`config.mk`:
```
export PLATFORM = sky130hd
export DESIGN_NAME = body_integrate_bounce_step
export DESIGN_NICKNAME = d
export VERILOG_FILES = /design/src/rtl/bis_pkg.sv /design/src/rtl/bis_cfg.sv /design/src/rtl/bis_ctrl.sv /design/src/rtl/bis_dp.sv /design/src/rtl/body_integrate_bounce_step.sv
export SDC_FILE = /design/constraint.sdc
export NUM_CORES = 2
export LEC_CHECK = 0
export ABC_AREA = 1
export BUFFER_PORTS_ARGS = -buffer_cell sky130_fd_sc_hd__buf_2
export CAP_MARGIN = 20
export CORE_ASPECT_RATIO = 1.5
export CORE_MARGIN = 2
export CORE_UTILIZATION = 55
export CTS_CLUSTER_SIZE = 28
export DETAILED_ROUTE_END_ITERATION = 16
export GPL_ROUTABILITY_DRIVEN = 1
export PLACE_DENSITY = 0.77
export SYNTH_ARGS = -nofsm -noshare
export SYNTH_HDL_FRONTEND = slang
export SYNTH_HIERARCHICAL = 1
export SYNTH_SLANG_ARGS = --single-unit
```
`constraint.sdc`:
```
create_clock -name clk -period 16.9 [get_ports clk]
set_clock_uncertainty 0.2 [all_clocks]
set_input_delay 0 -clock clk [delete_from_list [all_inputs] [get_ports clk]]
set_output_delay 0 -clock clk [all_outputs]
set_load 0.01 [all_outputs]
```
`src/rtl/bis_pkg.sv`:
```
// ----------------------------------------------------------------------------
// bis_pkg
// Shared types, register indexes and saturating Q16.16 helpers for the
// body integrate and bounce step.
// ----------------------------------------------------------------------------
package bis_pkg;

	localparam int CFG_IDX_W  = 3;
	localparam int CFG_DATA_W = 32;

	localparam logic [CFG_IDX_W-1:0] CFG_INVERSE_MASS   = 3'd0;
	localparam logic [CFG_IDX_W-1:0] CFG_GRAVITY_ENABLE = 3'd1;
	localparam logic [CFG_IDX_W-1:0] CFG_GRAVITY_FORCE  = 3'd2;
	localparam logic [CFG_IDX_W-1:0] CFG_FRICTION       = 3'd3;
	localparam logic [CFG_IDX_W-1:0] CFG_BOUNCE_FACTOR  = 3'd4;
	localparam logic [CFG_IDX_W-1:0] CFG_RIGHT_LIMIT    = 3'd5;
	localparam logic [CFG_IDX_W-1:0] CFG_BOTTOM_LIMIT   = 3'd6;

	localparam logic [31:0] RST_INVERSE_MASS  = 32'd65536;
	localparam logic [15:0] RST_BOUNCE_FACTOR = 16'd32768;
	localparam logic [15:0] RST_RIGHT_LIMIT   = 16'd1900;
	localparam logic [15:0] RST_BOTTOM_LIMIT  = 16'd1020;

	localparam logic signed [31:0] Q_MAX = 32'sh7FFF_FFFF;
	localparam logic signed [31:0] Q_MIN = 32'sh8000_0000;

	typedef struct packed {
		logic [31:0]        inverse_mass;
		logic               gravity_enable;
		logic signed [31:0] gravity_force;
		logic [15:0]        friction_coefficient;
		logic [15:0]        bounce_factor;
		logic [15:0]        right_limit;
		logic [15:0]        bottom_limit;
	} cfg_t;

	// Multiplier operations; each one is issued in one state and written back
	// in the next.
	typedef enum logic [3:0] {
		OP_NONE,
		OP_AX,
		OP_AY,
		OP_VX,
		OP_VY,
		OP_PX,
		OP_PY,
		OP_FX,
		OP_FY,
		OP_BX,
		OP_BY
	} op_t;

	typedef enum logic [3:0] {
		ST_IDLE,
		ST_AX,
		ST_AY,
		ST_VX,
		ST_VY,
		ST_PX,
		ST_PY,
		ST_FX,
		ST_FY,
		ST_BX,
		ST_BY,
		ST_LAST,
		ST_FIN
	} state_t;

	typedef struct packed {
		logic load_in;
		op_t  issue;
		op_t  wb;
		logic publish;
	} cmd_t;

	function automatic logic signed [31:0] add_sat(input logic signed [31:0] a,
			input logic signed [31:0] b);
		logic signed [32:0] s;
		s = {a[31], a} + {b[31], b};
		if (s[32] != s[31]) begin
			add_sat = s[32] ? Q_MIN : Q_MAX;
		end else begin
			add_sat = s[31:0];
		end
	endfunction

	function automatic logic signed [31:0] neg_sat(input logic signed [31:0] a);
		if (a == Q_MIN) begin
			neg_sat = Q_MAX;
		end else begin
			neg_sat = -a;
		end
	endfunction

	// Arithmetic shift by 16 rounds toward minus infinity, then saturate.
	function automatic logic signed [31:0] scale_sat(input logic signed [63:0] p);
		logic signed [47:0] s;
		s = p[63:16];
		if (s > 48'sh0000_7FFF_FFFF) begin
			scale_sat = Q_MAX;
		end else if (s < -48'sh0000_8000_0000) begin
			scale_sat = Q_MIN;
		end else begin
			scale_sat = s[31:0];
		end
	endfunction

endpackage

```
`src/rtl/bis_cfg.sv`:
```
// ----------------------------------------------------------------------------
// bis_cfg
// Configuration register file, written through a plain index/data port.
// ----------------------------------------------------------------------------
module bis_cfg (
	input  logic                              clk,
	input  logic                              arst_n,
	input  logic                              cfg_write,
	input  logic [bis_pkg::CFG_IDX_W-1:0]     cfg_index,
	input  logic [bis_pkg::CFG_DATA_W-1:0]    cfg_data,
	output bis_pkg::cfg_t                     cfg
);

	bis_pkg::cfg_t cfg_q;

	always_ff @(posedge clk or negedge arst_n) begin
		if (!arst_n) begin
			cfg_q.inverse_mass         <= bis_pkg::RST_INVERSE_MASS;
			cfg_q.gravity_enable       <= 1'b0;
			cfg_q.gravity_force        <= '0;
			cfg_q.friction_coefficient <= '0;
			cfg_q.bounce_factor        <= bis_pkg::RST_BOUNCE_FACTOR;
			cfg_q.right_limit          <= bis_pkg::RST_RIGHT_LIMIT;
			cfg_q.bottom_limit         <= bis_pkg::RST_BOTTOM_LIMIT;
		end else if (cfg_write) begin
			case (cfg_index)
				bis_pkg::CFG_INVERSE_MASS:   cfg_q.inverse_mass <= cfg_data;
				bis_pkg::CFG_GRAVITY_ENABLE: cfg_q.gravity_enable <= cfg_data[0];
				bis_pkg::CFG_GRAVITY_FORCE:  cfg_q.gravity_force <= cfg_data;
				bis_pkg::CFG_FRICTION:       cfg_q.friction_coefficient <= cfg_data[15:0];
				bis_pkg::CFG_BOUNCE_FACTOR:  cfg_q.bounce_factor <= cfg_data[15:0];
				bis_pkg::CFG_RIGHT_LIMIT:    cfg_q.right_limit <= cfg_data[15:0];
				bis_pkg::CFG_BOTTOM_LIMIT:   cfg_q.bottom_limit <= cfg_data[15:0];
				default: ;
			endcase
		end
	end

	assign cfg = cfg_q;

endmodule

```
`src/rtl/bis_ctrl.sv`:
```
// ----------------------------------------------------------------------------
// bis_ctrl
// Sequencer: steps the shared multiplier through the ten products of one
// tick and owns the request handshakes.
// ----------------------------------------------------------------------------
module bis_ctrl (
	input  logic          clk,
	input  logic          arst_n,
	input  logic          in_valid,
	output logic          in_ready,
	output logic          out_valid,
	input  logic          out_ready,
	output bis_pkg::cmd_t cmd
);

	bis_pkg::state_t state_q;
	bis_pkg::state_t state_next;
	logic            out_valid_q;
	logic            room;

	assign room = !out_valid_q || out_ready;

	always_ff @(posedge clk or negedge arst_n) begin
		if (!arst_n) begin
			state_q     <= bis_pkg::ST_IDLE;
			out_valid_q <= 1'b0;
		end else begin
			state_q <= state_next;
			if (cmd.publish) begin
				out_valid_q <= 1'b1;
			end else if (out_ready) begin
				out_valid_q <= 1'b0;
			end
		end
	end

	always_comb begin
		state_next = state_q;
		case (state_q)
			bis_pkg::ST_IDLE: if (in_valid) state_next = bis_pkg::ST_AX;
			bis_pkg::ST_AX:   state_next = bis_pkg::ST_AY;
			bis_pkg::ST_AY:   state_next = bis_pkg::ST_VX;
			bis_pkg::ST_VX:   state_next = bis_pkg::ST_VY;
			bis_pkg::ST_VY:   state_next = bis_pkg::ST_PX;
			bis_pkg::ST_PX:   state_next = bis_pkg::ST_PY;
			bis_pkg::ST_PY:   state_next = bis_pkg::ST_FX;
			bis_pkg::ST_FX:   state_next = bis_pkg::ST_FY;
			bis_pkg::ST_FY:   state_next = bis_pkg::ST_BX;
			bis_pkg::ST_BX:   state_next = bis_pkg::ST_BY;
			bis_pkg::ST_BY:   state_next = bis_pkg::ST_LAST;
			bis_pkg::ST_LAST: state_next = bis_pkg::ST_FIN;
			bis_pkg::ST_FIN:  if (room) state_next = bis_pkg::ST_IDLE;
			default:          state_next = bis_pkg::ST_IDLE;
		endcase
	end

	// Each state from AX to BY issues one product; each state from AY to LAST writes back the one issued before it.
	always_comb begin
		cmd.load_in = 1'b0;
		cmd.issue   = bis_pkg::OP_NONE;
		cmd.wb      = bis_pkg::OP_NONE;
		cmd.publish = 1'b0;
		in_ready    = 1'b0;
		case (state_q)
			bis_pkg::ST_IDLE: begin
				in_ready    = 1'b1;
				cmd.load_in = in_valid;
			end
			bis_pkg::ST_AX: cmd.issue = bis_pkg::OP_AX;
			bis_pkg::ST_AY: begin
				cmd.issue = bis_pkg::OP_AY;
				cmd.wb    = bis_pkg::OP_AX;
			end
			bis_pkg::ST_VX: begin
				cmd.issue = bis_pkg::OP_VX;
				cmd.wb    = bis_pkg::OP_AY;
			end
			bis_pkg::ST_VY: begin
				cmd.issue = bis_pkg::OP_VY;
				cmd.wb    = bis_pkg::OP_VX;
			end
			bis_pkg::ST_PX: begin
				cmd.issue = bis_pkg::OP_PX;
				cmd.wb    = bis_pkg::OP_VY;
			end
			bis_pkg::ST_PY: begin
				cmd.issue = bis_pkg::OP_PY;
				cmd.wb    = bis_pkg::OP_PX;
			end
			bis_pkg::ST_FX: begin
				cmd.issue = bis_pkg::OP_FX;
				cmd.wb    = bis_pkg::OP_PY;
			end
			bis_pkg::ST_FY: begin
				cmd.issue = bis_pkg::OP_FY;
				cmd.wb    = bis_pkg::OP_FX;
			end
			bis_pkg::ST_BX: begin
				cmd.issue = bis_pkg::OP_BX;
				cmd.wb    = bis_pkg::OP_FY;
			end
			bis_pkg::ST_BY: begin
				cmd.issue = bis_pkg::OP_BY;
				cmd.wb    = bis_pkg::OP_BX;
			end
			bis_pkg::ST_LAST: cmd.wb = bis_pkg::OP_BY;
			bis_pkg::ST_FIN:  cmd.publish = room;
			default: ;
		endcase
	end

	assign out_valid = out_valid_q;

endmodule

```
`src/rtl/bis_dp.sv`:
```
// ----------------------------------------------------------------------------
// bis_dp
// Datapath: body state, one shared 32x33 multiplier with a product register,
// saturating write-back and the result registers.
// ----------------------------------------------------------------------------
module bis_dp #(
	parameter int unsigned START_X = 960,
	parameter int unsigned START_Y = 540
) (
	input  logic               clk,
	input  logic               arst_n,
	input  bis_pkg::cmd_t      cmd,
	input  bis_pkg::cfg_t      cfg,
	input  logic [15:0]        delta_time,
	input  logic signed [31:0] extra_force_x,
	input  logic signed [31:0] extra_force_y,
	input  logic               drag_active,
	input  logic signed [31:0] drag_x,
	input  logic signed [31:0] drag_y,
	output logic signed [31:0] out_position_x,
	output logic signed [31:0] out_position_y,
	output logic signed [31:0] out_velocity_x,
	output logic signed [31:0] out_velocity_y
);

	localparam longint StartXFull = longint'(START_X) * 65536;
	localparam longint StartYFull = longint'(START_Y) * 65536;
	localparam logic signed [31:0] START_X_Q =
		(StartXFull > 64'sh7FFF_FFFF) ? bis_pkg::Q_MAX : StartXFull[31:0];
	localparam logic signed [31:0] START_Y_Q =
		(StartYFull > 64'sh7FFF_FFFF) ? bis_pkg::Q_MAX : StartYFull[31:0];

	logic signed [31:0] px_q, py_q, vx_q, vy_q, pfx_q, pfy_q;
	logic signed [31:0] ax_q, ay_q;
	logic [15:0]        dt_q;
	logic               drag_q;
	logic signed [31:0] drag_x_q, drag_y_q;

	logic signed [31:0] mul_a;
	logic [31:0]        mul_b;
	logic signed [63:0] prod;
	logic signed [63:0] prod_q;
	logic signed [31:0] m;
	logic signed [31:0] m_neg;

	logic               hit_right, hit_left, hit_bottom, hit_top;
	logic signed [31:0] wall_x, wall_y;

	always_comb begin
		mul_a = '0;
		mul_b = '0;
		case (cmd.issue)
			bis_pkg::OP_AX: begin mul_a = pfx_q; mul_b = cfg.inverse_mass; end
			bis_pkg::OP_AY: begin mul_a = pfy_q; mul_b = cfg.inverse_mass; end
			bis_pkg::OP_VX: begin mul_a = ax_q;  mul_b = {16'h0, dt_q}; end
			bis_pkg::OP_VY: begin mul_a = ay_q;  mul_b = {16'h0, dt_q}; end
			bis_pkg::OP_PX: begin mul_a = vx_q;  mul_b = {16'h0, dt_q}; end
			bis_pkg::OP_PY: begin mul_a = vy_q;  mul_b = {16'h0, dt_q}; end
			bis_pkg::OP_FX: begin mul_a = vx_q;  mul_b = {16'h0, cfg.friction_coefficient}; end
			bis_pkg::OP_FY: begin mul_a = vy_q;  mul_b = {16'h0, cfg.friction_coefficient}; end
			bis_pkg::OP_BX: begin mul_a = vx_q;  mul_b = {16'h0, cfg.bounce_factor}; end
			bis_pkg::OP_BY: begin mul_a = vy_q;  mul_b = {16'h0, cfg.bounce_factor}; end
			default: ;
		endcase
	end

	assign prod  = mul_a * $signed({1'b0, mul_b});
	assign m     = bis_pkg::scale_sat(prod_q);
	assign m_neg = bis_pkg::neg_sat(m);

	// A limit of 32768 pixels or more lies beyond the Q16.16 range: it never
	// triggers and its clamp value saturates.
	assign hit_right  = !cfg.right_limit[15] &&
		(px_q > $signed({1'b0, cfg.right_limit[14:0], 16'h0}));
	assign hit_left   = px_q[31];
	assign hit_bottom = !cfg.bottom_limit[15] &&
		(py_q > $signed({1'b0, cfg.bottom_limit[14:0], 16'h0}));
	assign hit_top    = py_q[31];
	assign wall_x = cfg.right_limit[15] ? bis_pkg::Q_MAX : {cfg.right_limit, 16'h0};
	assign wall_y = cfg.bottom_limit[15] ? bis_pkg::Q_MAX : {cfg.bottom_limit, 16'h0};

	always_ff @(posedge clk) begin
		prod_q <= prod;
		if (cmd.load_in) begin
			dt_q     <= delta_time;
			drag_q   <= drag_active;
			drag_x_q <= drag_x;
			drag_y_q <= drag_y;
		end
		if (cmd.wb == bis_pkg::OP_AX) ax_q <= m;
		if (cmd.wb == bis_pkg::OP_AY) ay_q <= m;
		if (cmd.publish) begin
			out_position_x <= px_q;
			out_position_y <= py_q;
			out_velocity_x <= vx_q;
			out_velocity_y <= vy_q;
		end
	end

	always_ff @(posedge clk or negedge arst_n) begin
		if (!arst_n) begin
			px_q  <= START_X_Q;
			py_q  <= START_Y_Q;
			vx_q  <= '0;
			vy_q  <= '0;
			pfx_q <= '0;
			pfy_q <= '0;
		end else begin
			if (cmd.load_in) begin
				pfx_q <= bis_pkg::add_sat(pfx_q, extra_force_x);
				pfy_q <= bis_pkg::add_sat(pfy_q, extra_force_y);
			end
			case (cmd.wb)
				bis_pkg::OP_VX: vx_q <= bis_pkg::add_sat(vx_q, m);
				bis_pkg::OP_VY: vy_q <= bis_pkg::add_sat(vy_q, m);
				bis_pkg::OP_PX: px_q <= drag_q ? drag_x_q : bis_pkg::add_sat(px_q, m);
				bis_pkg::OP_PY: py_q <= drag_q ? drag_y_q : bis_pkg::add_sat(py_q, m);
				bis_pkg::OP_FX: pfx_q <= cfg.gravity_enable ? m_neg : '0;
				bis_pkg::OP_FY: begin
					pfy_q <= cfg.gravity_enable ?
						bis_pkg::add_sat(cfg.gravity_force, m_neg) : '0;
				end
				// The right clamp is never negative, so at most one of the
				// two walls on an axis acts, and a single product serves both.
				bis_pkg::OP_BX: begin
					if (hit_right) begin
						vx_q <= m_neg;
						px_q <= wall_x;
					end else if (hit_left) begin
						vx_q <= m_neg;
						px_q <= '0;
					end
				end
				bis_pkg::OP_BY: begin
					if (hit_bottom) begin
						vy_q <= m_neg;
						py_q <= wall_y;
					end else if (hit_top) begin
						vy_q <= m_neg;
						py_q <= '0;
					end
				end
				default: ;
			endcase
		end
	end

endmodule

```
`src/rtl/body_integrate_bounce_step.sv`:
```
// ----------------------------------------------------------------------------
// body_integrate_bounce_step
// One semi-implicit Euler tick of a single body in Q16.16, with saturating
// arithmetic, optional gravity and friction, drag override and wall bounce.
// ----------------------------------------------------------------------------
//
//  Channel   Handshake              Payload
//  --------  ---------------------  -------------------------------------------
//  in        in_valid / in_ready    delta_time, extra_force_x/y, drag_active,
//                                   drag_x/y
//  out       out_valid / out_ready  out_position_x/y, out_velocity_x/y
//  cfg       cfg_write              cfg_index, cfg_data (no read-back)
//
//  Ten products of a request run in sequence on one shared multiplier, each
//  written back in the cycle after its issue. in_ready is high only while
//  the sequencer is idle, so one request is in work at a time and a new one
//  is taken only after the previous result has been loaded.
//  The result register holds until taken; a finished request waits in its
//  last step while an earlier result is still unclaimed.
//  Reset places the body at the start position with zero velocity and force.
//
module body_integrate_bounce_step #(
	parameter int unsigned START_X = 960,
	parameter int unsigned START_Y = 540
) (
	input  logic                           clk,
	input  logic                           arst_n,
	input  logic                           in_valid,
	output logic                           in_ready,
	input  logic [15:0]                    delta_time,
	input  logic signed [31:0]             extra_force_x,
	input  logic signed [31:0]             extra_force_y,
	input  logic                           drag_active,
	input  logic signed [31:0]             drag_x,
	input  logic signed [31:0]             drag_y,
	output logic                           out_valid,
	input  logic                           out_ready,
	output logic signed [31:0]             out_position_x,
	output logic signed [31:0]             out_position_y,
	output logic signed [31:0]             out_velocity_x,
	output logic signed [31:0]             out_velocity_y,
	input  logic                           cfg_write,
	input  logic [bis_pkg::CFG_IDX_W-1:0]  cfg_index,
	input  logic [bis_pkg::CFG_DATA_W-1:0] cfg_data
);

	bis_pkg::cfg_t cfg;
	bis_pkg::cmd_t cmd;

	bis_cfg u_cfg (
		.clk       (clk),
		.arst_n    (arst_n),
		.cfg_write (cfg_write),
		.cfg_index (cfg_index),
		.cfg_data  (cfg_data),
		.cfg       (cfg)
	);

	bis_ctrl u_ctrl (
		.clk       (clk),
		.arst_n    (arst_n),
		.in_valid  (in_valid),
		.in_ready  (in_ready),
		.out_valid (out_valid),
		.out_ready (out_ready),
		.cmd       (cmd)
	);

	bis_dp #(
		.START_X (START_X),
		.START_Y (START_Y)
	) u_dp (
		.clk            (clk),
		.arst_n         (arst_n),
		.cmd            (cmd),
		.cfg            (cfg),
		.delta_time     (delta_time),
		.extra_force_x  (extra_force_x),
		.extra_force_y  (extra_force_y),
		.drag_active    (drag_active),
		.drag_x         (drag_x),
		.drag_y         (drag_y),
		.out_position_x (out_position_x),
		.out_position_y (out_position_y),
		.out_velocity_x (out_velocity_x),
		.out_velocity_y (out_velocity_y)
	);

	// Only one request is in work at a time.
	a_single_request: assert property (@(posedge clk) disable iff (!arst_n)
		(in_valid && in_ready) |=> !in_ready)
		else $error("second request accepted while busy");

	// An accepted request starts the multiplier sequence in the next cycle.
	a_sequence_start: assert property (@(posedge clk) disable iff (!arst_n)
		(in_valid && in_ready) |=> (cmd.issue == bis_pkg::OP_AX))
		else $error("multiplier sequence did not start");

	// Loading the result register always raises out_valid.
	a_publish_valid: assert property (@(posedge clk) disable iff (!arst_n)
		cmd.publish |=> out_valid)
		else $error("result loaded without out_valid");

endmodule

```
==> metrics.md <==
| Metric | Value |
|---|---|
| Worst rel slew slack | `17.0%` |
| Ranking of synthesized cells by area | `fa_1, nand2_1, edfxtp_1` |
| Sum of negative setup slack | `0 ns` |
| P&R area growth vs syn | `11.6%` |
| Final ANT Viol Nets | `0` |
| Seq cells post-synth | `647` |
| Setup slack, reg-to-reg | `4.69 ns` |
| Post-synth ARST share | `50.4%` |
| Drt wl/cell | `27.7 um` |
| CTS Sinks | `647` |
| Max reg flops | `129` |
| Commonest non-fill, non-tap cell in the layout | `nand2_1` |
| Worst Hold Class | `primary input to register` |
| CP endpoint kind | `register` |
| WP data arrival | `about 13 ns` |
| Critical path type | `register to register` |
| DRC | `0` |
| Vias in the first global route | `between 70k and 80k` |
| Final nets | `roughly 12k` |
| Commonest cells after routing, fill and taps aside | `nand2_1, inv_1, nor2_1` |
| Sequential area share after synthesis | `23.1%` |
| Post-CTS setup buffer count | `0` |
| HPWL after DPL | `255,000 um` |
| Max Clk Rate | `81.9 MHz` |
| All-layer global routing usage | `47.1%` |
| # resized after CTS | `0` |
| Die Height | `456 um` |
| TritonCTS clock tree | `yes` |
| Final WL | `329,000 um` |
| Yosys Warn Count | `6` |
| Vias per inst | `6.10` |
| I/O pins | `315` |
| Synth area leader | `fa_1` |
| First-pass GRT wire length | `479,000 um` |
| Synth unique cells | `60` |
| Initial Util | `55.5%` |
| Crit-path most repeated cell | `fa_1` |
| Drt pass-1 iters | `9` |
| Synth top area share | `about a quarter` |
| Buffers on Ports | `314` |
| CTS Root Buffer Type | `clkbuf_16` |
| RSZ-0062 raised after global routing | `no` |
| Final GP Congestion | `1.08` |
| CTS H-tree depth | `2` |
| Final setup violation count | `0` |
| Status | `completed` |
| Final max-slew violation count | `0` |
| Layout cells sized above 1 | `under 10%` |
| Initial DRC count | `approximately 7.9k` |
| Clk buf depth | `3` |
| CP max-delay cell | `clkinv_1` |
| Mapped cell area | `~75,000 um2` |
| Tcrit/Tclk final | `72.2%` |
| EDFF count, synth | `273` |
| Core ar. | `135,000 um2` |
| Num rows | `165` |
| Main synth FF type | `dfrtp_1` |
| Maxcap violations | `0` |
| Aggregate global routing overflow | `0` |
| Die ar. | `between 100,000 and 150,000 um2` |
| Min cycle time layout | `12.21 ns` |
| CP Data Required Time | `about 17 ns` |
| CP peak stage delay | `1.14 ns` |
| Critical path fanouts, max | `35` |
| CTS buffer count | `60` |
| CP Launch Type | `register` |
| Initial antenna violation count | `27` |
| Syn Nets | `11.2k` |
| DIE WIDTH | `305 um` |
| Largest net degree at the start of global routing | `78` |
| Synthesized area per cell | `7.85 um2` |
| Final hold vios | `0` |
| Cells after Synth | `between 9k and 10k` |
| Worst Tran Pin Value | `~1.2 ns` |
| Reg clk slew, reported paths | `0.07 ns` |
| Vias after detailed routing | `72.4k` |
| Skew-Pair Late Insertion Delay | `0.70 ns` |
-- worst max-delay path: cells and delay by family, from the launching register on --
family / cells / cell delay, ns
fa+ha+maj: 9 / 4.45
simple gates: 10 / 2.58
compound gates: 4 / 2.02
buf+inv: 6 / 1.94
flops: 1 / 0.43
xor+xnor: 1 / 0.41
-- final timing paths --
check | cells past startpoint | from | endpoint
setup / recovery | 30 | u_ctrl/state_q[3] | u_dp/prod_q[37]
hold / removal | 8 | extra_force_x[24] | u_dp/pfx_q[24]
setup reg to reg | 30 | u_ctrl/state_q[3] | u_dp/prod_q[37]
min in group asynchronous | 4 | arst_n | u_dp/vy_q[7]
max in group asynchronous | 5 | arst_n | u_dp/py_q[27]
hold reg to reg | 2 | u_cfg/cfg[127] | u_cfg/cfg[127]
-- layout make-up --
cell class	count	area [um2]
fill	11975	51400
multi-input combinational	7066	50600
sequential	647	17300
timing repair buffer	764	5830
inverter	1511	5670
tap	1753	2190
clock buffer	72	1570
clock inverter	42	390
antenna	15	37.5
-- Yosys cell counts, types with 8 or more instances --
| cell | number |
|---|---|
| a31oi_1 | 43 |
| nand3b_1 | 8 |
| o21ai_1 | 31 |
| a22o_1 | 27 |
| fa_1 | 903 |
| dfstp_2 | 25 |
| a21boi_0 | 23 |
| a21o_1 | 45 |
| xnor2_1 | 74 |
| edfxtp_1 | 273 |
| o21a_1 | 31 |
| a21oi_1 | 477 |
| o22ai_1 | 32 |
| buf_2 | 112 |
| o21ai_0 | 318 |
| nand4_1 | 69 |
| inv_1 | 1481 |
| nor2_1 | 1111 |
| a211oi_1 | 8 |
| and3_1 | 27 |
| nor2_2 | 12 |
| o21ai_2 | 8 |
| nand2_1 | 2486 |
| nand3_1 | 405 |
| ha_1 | 542 |
| buf_1 | 15 |
| dfrtp_1 | 301 |
| nor3_1 | 64 |
| xor2_1 | 162 |
| clkbuf_1 | 187 |
| inv_2 | 9 |
| clkinv_1 | 21 |
| dfxtp_1 | 48 |
| o21bai_1 | 45 |
| o211ai_1 | 25 |
| a221oi_1 | 24 |
| nor4_1 | 15 |
-- metal layers --
| layer | global-route usage, % | vias to the layer above | share of wire [%] |
|---|---|---|---|
| met4 | 46.8 | 20 | 13 |
| li1 | - | 30929 | - |
| met5 | 0.555 | - | 0.059 |
| met1 | 50.3 | 34796 | 32 |
| met3 | 11.5 | 1788 | 10 |
| met2 | 75.1 | 4856 | 45 |
-- metrics by stage --
step / setup WS, ns / area, um2 / instances / util [%] / hold slack, ns
5_1_grt: 4.32 / 83600 / 11860 / 61.9 / 0.0385
6_report: 4.69 / 83600 / 11870 / 62.0 / 0.0206
3_5_place_dp: 5.14 / 78500 / 11427 / 58.1 / -0.229
2_1_floorplan: 8.31 / 75000 / 9552 / - / -0.496
3_3_place_gp: 5.06 / 78400 / 11425 / 58.1 / -0.238
4_1_cts: 5.07 / 83600 / 11852 / 61.9 / 0.000316
-- timing repair --
| item | 4_1_cts | 5_1_grt |
|---|---|---|
| hold buffers | 311 | 0 |
| endpoints found under the hold margin | 454 | 0 |
| endpoints found under the setup margin | 0 | 0 |
-- cells by family (layout without fill, tap and decap cells) --
kind of cell             after synthesis  count (layout)  share of synthesized area [%]
AO/OA/AOI/OAI                       1155            1155                           8.82
other                                  0              15                              0
AND/OR/NAND/NOR                     4230            4230                           22.6
XOR/XNOR                             236             236                           2.76
adder cells (fa/ha/maj)             1445            1445                           33.2
flip-flops                           647             647                           23.1
buffers and inverters               1839            2389                           9.50
Power is left out: the tool's default activity adds up to more than one toggle a clock period on the data nets, which glitch-free logic cannot reach.
